### config.mk
export PLATFORM = sky130hd
export DESIGN_NAME = selection_sort_engine
export DESIGN_NICKNAME = d
export VERILOG_FILES = /design/src/rtl/core/sse_pkg.sv /design/src/rtl/core/sse_store.sv /design/src/rtl/core/sse_min_unit.sv /design/src/rtl/core/selection_sort_engine.sv
export VERILOG_INCLUDE_DIRS = /design/src /design/src/rtl/core
export SDC_FILE = /design/constraint.sdc
export NUM_CORES = 2
export LEC_CHECK = 0
export ABC_AREA = 1
export CAP_MARGIN = 0
export CORE_ASPECT_RATIO = 2
export CORE_MARGIN = 3
export CORE_UTILIZATION = 68
export DETAILED_ROUTE_END_ITERATION = 16
export DONT_BUFFER_PORTS = 1
export GPL_ROUTABILITY_DRIVEN = 0
export GPL_TIMING_DRIVEN = 0
export PLACE_DENSITY = 0.95
export SLEW_MARGIN = 5
export SYNTH_ARGS = -nofsm -noshare
export SYNTH_HDL_FRONTEND = slang
export SYNTH_SLANG_ARGS = --single-unit
### constraint.sdc
create_clock -name clk -period 10.6 [get_ports clk]
set_input_delay 1.06 -clock clk [delete_from_list [all_inputs] [get_ports clk]]
set_output_delay 1.06 -clock clk [all_outputs]
set_load 0.02 [all_outputs]
### src/rtl/core/selection_sort_engine_macros.svh
// Assertion helpers for the sort engine.
`ifndef SELECTION_SORT_ENGINE_MACROS_SVH
`define SELECTION_SORT_ENGINE_MACROS_SVH
`ifndef SYNTHESIS
`define SSE_ASSERT(label, clk, rst, prop, msg) \
  label: assert property (@(posedge clk) disable iff (rst) (prop)) else $error(msg);
`define SSE_ASSERT_NEXT(label, clk, rst, ante, cons, msg) \
  label: assert property (@(posedge clk) disable iff (rst) (ante) |=> (cons)) else $error(msg);
`else
`define SSE_ASSERT(label, clk, rst, prop, msg)
`define SSE_ASSERT_NEXT(label, clk, rst, ante, cons, msg)
`endif
`endif

### src/rtl/core/sse_pkg.sv
`timescale 1ns / 1ps
package sse_pkg;

  localparam int DEF_MAX_ELEMENTS = 64;

  typedef struct packed {
    logic signed [31:0] item_value;
    logic               item_last;
  } sse_in_t;

  typedef struct packed {
    logic signed [31:0] sorted_value;
    logic               sorted_last;
    logic               overflow;
  } sse_out_t;

  // control into the running-minimum unit
  typedef struct packed {
    logic vld;
    logic first;
  } sse_min_ctl_t;

  typedef enum logic [2:0] {
    S_IDLE,
    S_SCAN,
    S_DRAIN,
    S_SWAP1,
    S_SWAP2,
    S_EMIT,
    S_FLUSH
  } sse_state_t;

endpackage

### src/rtl/core/sse_store.sv
`timescale 1ns / 1ps
module sse_store #(
  parameter int DEPTH = 64,
  parameter int AW    = 6
) (
  input  logic                 clk,
  input  logic                 we,
  input  logic [AW-1:0]        waddr,
  input  logic signed [31:0]   wdata,
  input  logic [AW-1:0]        raddr,
  output logic signed [31:0]   rdata
);

  logic signed [31:0] mem [DEPTH];

  always_ff @(posedge clk) begin
    if (we) begin
      mem[waddr] <= wdata;
    end
  end

  always_ff @(posedge clk) begin
    rdata <= mem[raddr];
  end

endmodule

### src/rtl/core/sse_min_unit.sv
`timescale 1ns / 1ps
module sse_min_unit
  import sse_pkg::*;
#(
  parameter int AW = 6
) (
  input  logic               clk,
  input  sse_min_ctl_t       ctl,
  input  logic signed [31:0] data,
  input  logic [AW-1:0]      idx,
  output logic signed [31:0] best,
  output logic [AW-1:0]      best_idx
);

  // strict less keeps the higher index on ties, matching a downward scan
  always_ff @(posedge clk) begin
    if (ctl.vld && (ctl.first || (data < best))) begin
      best     <= data;
      best_idx <= idx;
    end
  end

endmodule

### src/rtl/core/selection_sort_engine.sv
`timescale 1ns / 1ps
// Channel   Ports                    Handshake
// input     item (sse_in_t)          start && !busy
// result    result (sse_out_t)       result_valid, one cycle, no stall
//
// Loading takes one cycle per item; busy stays low until the last item.
// Sorting is set by the single read port of the element store, which the
// minimum search walks one entry per cycle, followed per position by the
// drain and the two swap writes (S_DRAIN, S_SWAP1, S_SWAP2).
// Reset (rst, synchronous) clears the count, overflow flag and sequencer;
// the store itself is not cleared. Results cannot be stalled.
`include "selection_sort_engine_macros.svh"
module selection_sort_engine
  import sse_pkg::*;
#(
  parameter int MAX_ELEMENTS = DEF_MAX_ELEMENTS
) (
  input  logic     clk,
  input  logic     rst,
  input  logic     start,
  output logic     busy,
  input  sse_in_t  item,
  output sse_out_t result,
  output logic     result_valid
);

  localparam int AW = (MAX_ELEMENTS > 1) ? $clog2(MAX_ELEMENTS) : 1;
  localparam int CW = $clog2(MAX_ELEMENTS + 1);

  sse_state_t state, state_next;

  logic [CW-1:0] count;
  logic [CW-1:0] count_next;
  logic          ovf;
  logic [AW-1:0] pos;
  logic [AW-1:0] k;
  logic [AW-1:0] top;
  logic          scan_vld;
  logic          scan_first;
  logic [AW-1:0] scan_idx;
  logic          emit_vld;
  logic          emit_last;
  logic signed [31:0] keep;

  logic               accept;
  logic               room;
  logic               we;
  logic [AW-1:0]      waddr;
  logic signed [31:0] wdata;
  logic [AW-1:0]      raddr;
  logic signed [31:0] rdata;
  logic signed [31:0] best;
  logic [AW-1:0]      best_idx;
  sse_min_ctl_t       min_ctl;

  assign accept     = start && !busy;
  assign room       = count < CW'(MAX_ELEMENTS);
  assign count_next = room ? count + CW'(1) : count;

  sse_store #(
    .DEPTH(MAX_ELEMENTS),
    .AW   (AW)
  ) u_store (
    .clk  (clk),
    .we   (we),
    .waddr(waddr),
    .wdata(wdata),
    .raddr(raddr),
    .rdata(rdata)
  );

  assign min_ctl.vld   = scan_vld;
  assign min_ctl.first = scan_first;

  sse_min_unit #(
    .AW(AW)
  ) u_min (
    .clk     (clk),
    .ctl     (min_ctl),
    .data    (rdata),
    .idx     (scan_idx),
    .best    (best),
    .best_idx(best_idx)
  );

  always_ff @(posedge clk) begin
    if (rst) begin
      state <= S_IDLE;
    end else begin
      state <= state_next;
    end
  end

  always_comb begin
    state_next = state;
    we         = 1'b0;
    waddr      = count[AW-1:0];
    wdata      = item.item_value;
    raddr      = k;
    busy       = 1'b1;
    case (state)
      S_IDLE: begin
        busy = 1'b0;
        if (accept) begin
          we = room;
          if (item.item_last) begin
            state_next = S_SCAN;
          end
        end
      end
      S_SCAN: begin
        if (k == pos) begin
          state_next = S_DRAIN;
        end
      end
      S_DRAIN: begin
        state_next = S_SWAP1;
      end
      S_SWAP1: begin
        we         = 1'b1;
        waddr      = pos;
        wdata      = best;
        state_next = S_SWAP2;
      end
      S_SWAP2: begin
        we         = 1'b1;
        waddr      = best_idx;
        wdata      = keep;
        state_next = (pos == top) ? S_EMIT : S_SCAN;
      end
      S_EMIT: begin
        if (k == top) begin
          state_next = S_FLUSH;
        end
      end
      S_FLUSH: begin
        state_next = S_IDLE;
      end
      default: begin
        state_next = S_IDLE;
      end
    endcase
  end

  // control counters and flags
  always_ff @(posedge clk) begin
    if (rst) begin
      count    <= '0;
      ovf      <= 1'b0;
      scan_vld <= 1'b0;
      emit_vld <= 1'b0;
    end else begin
      scan_vld <= (state == S_SCAN);
      emit_vld <= (state == S_EMIT);
      if (accept) begin
        count <= count_next;
        if (!room) begin
          ovf <= 1'b1;
        end
      end
      if (state == S_FLUSH) begin
        count <= '0;
        ovf   <= 1'b0;
      end
    end
  end

  // walk pointers and pipeline tags
  always_ff @(posedge clk) begin
    scan_first <= (k == top);
    scan_idx   <= k;
    emit_last  <= (k == top);
    case (state)
      S_IDLE: begin
        if (accept && item.item_last) begin
          top <= AW'(count_next - CW'(1));
          k   <= AW'(count_next - CW'(1));
          pos <= '0;
        end
      end
      S_SCAN: begin
        if (k != pos) begin
          k <= k - AW'(1);
        end
      end
      S_DRAIN: begin
        keep <= rdata;
      end
      S_SWAP2: begin
        if (pos == top) begin
          k <= '0;
        end else begin
          pos <= pos + AW'(1);
          k   <= top;
        end
      end
      S_EMIT: begin
        k <= k + AW'(1);
      end
      default: begin
      end
    endcase
  end

  assign result_valid        = emit_vld;
  assign result.sorted_value = rdata;
  assign result.sorted_last  = emit_last;
  assign result.overflow     = ovf;

  `SSE_ASSERT(a_result_busy, clk, rst, !result_valid || busy, "result outside busy window")
  `SSE_ASSERT(a_scan_phase, clk, rst, !scan_vld || state == S_SCAN || state == S_DRAIN, "scan data outside scan")
  `SSE_ASSERT(a_count_cap, clk, rst, count <= CW'(MAX_ELEMENTS), "element count past capacity")
  `SSE_ASSERT_NEXT(a_swap_next, clk, rst, state == S_SWAP2, state == S_SCAN || state == S_EMIT, "bad step after swap")
  `SSE_ASSERT_NEXT(a_last_ends, clk, rst, result_valid && result.sorted_last, !result_valid && count == '0, "set not closed after last result")

endmodule
==> results.cfg, run 1 <==
[logic_synthesis]
ys_seq_area_share_pct = 75.09
yosys_most_used_dff = edfxtp_1
synth_warnings = 0
syn_inst = 6794
synth-seq-cells = 2188
yosys-top-cells-area = edfxtp_1 74%, o21ai_0 6.1%, nor2_1 5.0%, o22ai_1 3.7%, nand2_1 2.9%
synth_edf_count = 2136
synth_area_per_cell_sq_um = 12.78
yosys.area.top_type = edfxtp_1
netlist_area_sq_mm = 0.08681
ys_types = 44
syn_nets = 6869
async_reset_ff_share_pct = 0
synth.top_cell.area_share_pct = 73.89

[grt]
grt_pass1_vias = 87240
grt_max_degree = 65
track_usage_pct = 76.39
grt_overflow = 2062
grt_pass1_wl_um = 710000

[clock_network]
cts_hold_buf = 0
cts.sinks = 2188
post_cts_buffers = 0
root_buffer = clkbuf_16
htree_levels = 4
clockBufferDepth = 3
cts_inserted_buffers = 166
ctsResizeCount = 0

[status]
firstError = [ERROR GRT-0116] Global routing finished with congestion. Check the congestion regions in the DRC Viewer.
lastStage = global routing
outcome = aborted with a tool error

[place]
hpwlAfterDp_um = 252400
dpl-instance-area_sq_mm = 0.09270
port_buffers = 0

[die]
rows = 184
io_pins = 72
dieHeight_um = 511.3
fp.dieW_um = 258.7
initial_core_util_pct = 68.81
## synthesized netlist by cell type, types with 14 or more instances
cell type / count
edfxtp_1: 2136
nor2_1: 1156
o21ai_0: 1063
nand2_1: 680
o22ai_1: 512
nand3_1: 382
clkbuf_1: 290
buf_2: 121
inv_1: 84
dfxtp_1: 52
a21oi_1: 42
o211ai_1: 39
ha_1: 38
buf_1: 34
o21ai_1: 24
and2_1: 19
buf_4: 14
## per-layer routing
layer / GRT overflow / global-route usage (%)
met1: 136 / 72.12
met3: 149 / 67.31
met5: 13 / 43.96
met4: 595 / 74.11
met2: 1169 / 91.74
## cells by family after synthesis
| group | count (synthesis) | synth area share, % |
|---|---|---|
| mux | 1 | 0.01153 |
| fa+ha+maj | 39 | 0.5708 |
| xor+xnor | 18 | 0.1816 |
| flops | 2188 | 75.09 |
| buf+inv | 562 | 2.718 |
| compound gates | 1699 | 10.73 |
| simple gates | 2287 | 10.71 |
## stage by stage
stage,cells,hold WS (ns),setup slack [ns]
detailed placement,8737,0.3904,6.419
global placement,8468,0.3880,2.515
floorplan,6794,0.3462,6.026
CTS,9040,0.2799,6.264
==> run 2: changes to the inputs <==
--- a/config.mk
+++ b/config.mk
@@ -8,14 +8,13 @@
 export LEC_CHECK = 0
 export ABC_AREA = 1
 export CAP_MARGIN = 0
-export CORE_ASPECT_RATIO = 2
 export CORE_MARGIN = 3
-export CORE_UTILIZATION = 68
+export CORE_UTILIZATION = 40
 export DETAILED_ROUTE_END_ITERATION = 16
 export DONT_BUFFER_PORTS = 1
 export GPL_ROUTABILITY_DRIVEN = 0
 export GPL_TIMING_DRIVEN = 0
-export PLACE_DENSITY = 0.95
+export PLACE_DENSITY_LB_ADDON = 0.15
 export SLEW_MARGIN = 5
 export SYNTH_ARGS = -nofsm -noshare
 export SYNTH_HDL_FRONTEND = slang
==> results.cfg, run 2 <==
[sta]
rsz0062_at_grt = no
fmax_ghz = 0.2189
setup_viol = 0
skew_ns = 0.05978
finalCritPeriodShare_pct = 43.10
max_slew.worst_pin.slew_ns = 1.513
fin_ws_ns = 6.031
maxSlewViolCount = 11
tns_ns = 0
final_hold_viol_count = 0
fin_crit_ns = 4.569
slew_headroom_pct = -0.8379

[pwr]
irDropWorstVdd_uv = 209.9
p_per_area_mw_per_mm2 = 221.4
leakagePower_nw = 33.66

[logic_synthesis]
yosys-top-cells-area = edfxtp_1 74%, o21ai_0 6.1%, nor2_1 5.0%, o22ai_1 3.7%, nand2_1 2.9%
synth.top_cell.area_share_pct = 73.89
synth-seq-cells = 2188
syn_nets = 6869
synth_area_per_cell_sq_um = 12.78
syn_inst = 6794
async_reset_ff_share_pct = 0
synth_edf_count = 2136
yosys_most_used_dff = edfxtp_1
ys_seq_area_share_pct = 75.09
netlist_area_sq_mm = 0.08681
synth_commonest_cells = 2136 x edfxtp_1, 1156 x nor2_1, 1063 x o21ai_0
synth.most_common_cell = edfxtp_1
synth_warnings = 0
yosys.area.top_type = edfxtp_1
ys_types = 44

[route]
totalWireLength_um = 348300
drc = 0
drtIter0Drc = 10010
via_count = 63130
via_per_inst = 6.071
drtPass1Iterations = 8
wire_per_inst_um = 33.50
antenna_left = 0

[cells_and_area]
drive_gt1_share_pct = 12.20
final_common_cell = edfxtp_1
layout_common_cells = 2136 x edfxtp_1, 1092 x nor2_1, 1063 x o21ai_0
nFillCells = 19070
final_nets = 7433
syn_to_final_growth_pct = 17.73
regMostFlops = u_store.mem
largest_reg_flops = 2048
utilization_pct = 47.48

[die]
initial_core_util_pct = 40.33
dieHeight_um = 471.9
io_pins = 72
fp.coreArea_sq_mm = 0.2153
fp.dieW_um = 471.9
dieArea_sq_mm = 0.2227
rows = 170

[job]
maxCapViolations = 1

[clock_network]
post_cts_buffers = 0
clockBufferDepth = 3
root_buffer = clkbuf_16
cts_inserted_buffers = 222
htree_levels = 4
clk_pin_slew_ns = 0.07
cts_tree = done
ctsResizeCount = 0
cts_hold_buf = 0
clk_latency_ns = 0.91
cts.sinks = 2188

[place]
pre_cts_slack_ns = 6.401
hpwlAfterDp_um = 247300
port_buffers = 0

[worst_setup_path]
reg2regPathDepth = 10
path_cells = buf_2 > buf_2 > clkbuf_1 > o21ai_0 > o22ai_1 > nand2_1 > nand3_1 > nand3_1 > nand3_1 > and2_1
endpoint_kind = register
crit_type = reg2reg
critPathLaunchType = register
r2r-start = k[1]
rrSetupSlack_ns = 6.03
r2r-end = u_store.rdata[30]
slowest_delay_ns = 0.70
arrival_ns = 5.32
worstPathMaxFanout = 10
crit_top_cell = nand3_1
slowest_stage = clkbuf_1
required_ns = 11.35

[status]
violations = capacitance limit, slew limit
outcome = finished with violations

[worst_hold_path]
min_from = rst
min_path_type = in2reg
whs_path_depth = 1
whs_endpoint = state[1]

[grt]
grt_pass1_vias = 58490
grt_pass1_wl_um = 473800
grt_overflow = 0
grt_max_degree = 37
antenna_found_initial = 20
track_usage_pct = 30.53
## run 2: cell counts after synthesis
Identical to the previous run, type by type.
## run 2: final cells by class
cell class              instances  area (sq um)  area share (%)
plain buffers                 464          1993           1.950
inverters                      98         372.9          0.3648
diodes                         12         30.03         0.02938
well taps                    2838          3551           3.474
flip-flops and latches       2188         65180           63.78
clock buffers                 281          5838           5.712
repair buffers                340          4168           4.078
clock inverters               134          1295           1.267
multi-input cells            4044         19770           19.35
## run 2: worst max-delay path by stage
stage                      from            endpoint  slack [ns]  depth (start not counted)
after floorplan           start  u_store.mem[48][0]        6.03                          6
after global placement    start  u_store.mem[48][5]        0.69                          6
after detailed placement   k[1]   u_store.rdata[30]        6.40                         10
after CTS                  k[1]   u_store.rdata[30]        6.36                         10
after global routing       k[1]   u_store.rdata[30]        6.13                         10
final                      k[1]   u_store.rdata[30]        6.03                         10
## run 2: through the flow
stage	hold slack [ns]	power, mW	instances	cell area, sq um
finish	0.2435	22.63	10400	102200
detailed placement	0.3897	14.80	9972	95040
CTS	0.1844	22.49	10390	102200
floorplan	0.3462	12.46	6794	86810
global route	0.2005	23.24	10390	102200
global placement	0.3865	14.71	9632	90360
## run 2: cells by family (layout without fill, tap and decap cells)
family                     Yosys count  in the layout  share of synthesized area, %
DFF                               2188           2188                         75.09
buffers and inverters              562           1317                         2.718
muxes                                1              1                       0.01153
xor gates and xnor gates            18             18                        0.1816
other                                0             12                             0
adders and majority gates           39             39                        0.5708
and+or+nand+nor                   2287           2287                         10.71
AOI/OAI and AO/OA                 1699           1699                         10.73
## run 2: report_power, final
group	total [mW]	switching [mW]	internal (mW)	leakage, nW
registers	10.0	0.316	9.73	19.7
logic	4.77	3.63	1.14	10.5
clock network	7.81	3.44	4.37	3.51
## run 2: worst max-delay path, delay by kind of cell, from the launching register on
kind / cells / cell delay, ns
AND/OR/NAND/NOR: 5 / 0.92
AO/OA/AOI/OAI: 2 / 1.12
buffers and inverters: 3 / 1.65
flip-flops: 1 / 0.68
## run 2: metal layers
| layer | vias to the layer above | track usage (%) | share of wire [%] |
|---|---|---|---|
| met3 | 698 | 8.020 | 13 |
| met5 | - | 0 | 0 |
| met1 | 32000 | 42.75 | 39 |
| li1 | 26190 | - | - |
| met2 | 4244 | 44.89 | 43 |
| met4 | 0 | 13.28 | 5.0 |
Power figures use the tool's default switching activity.
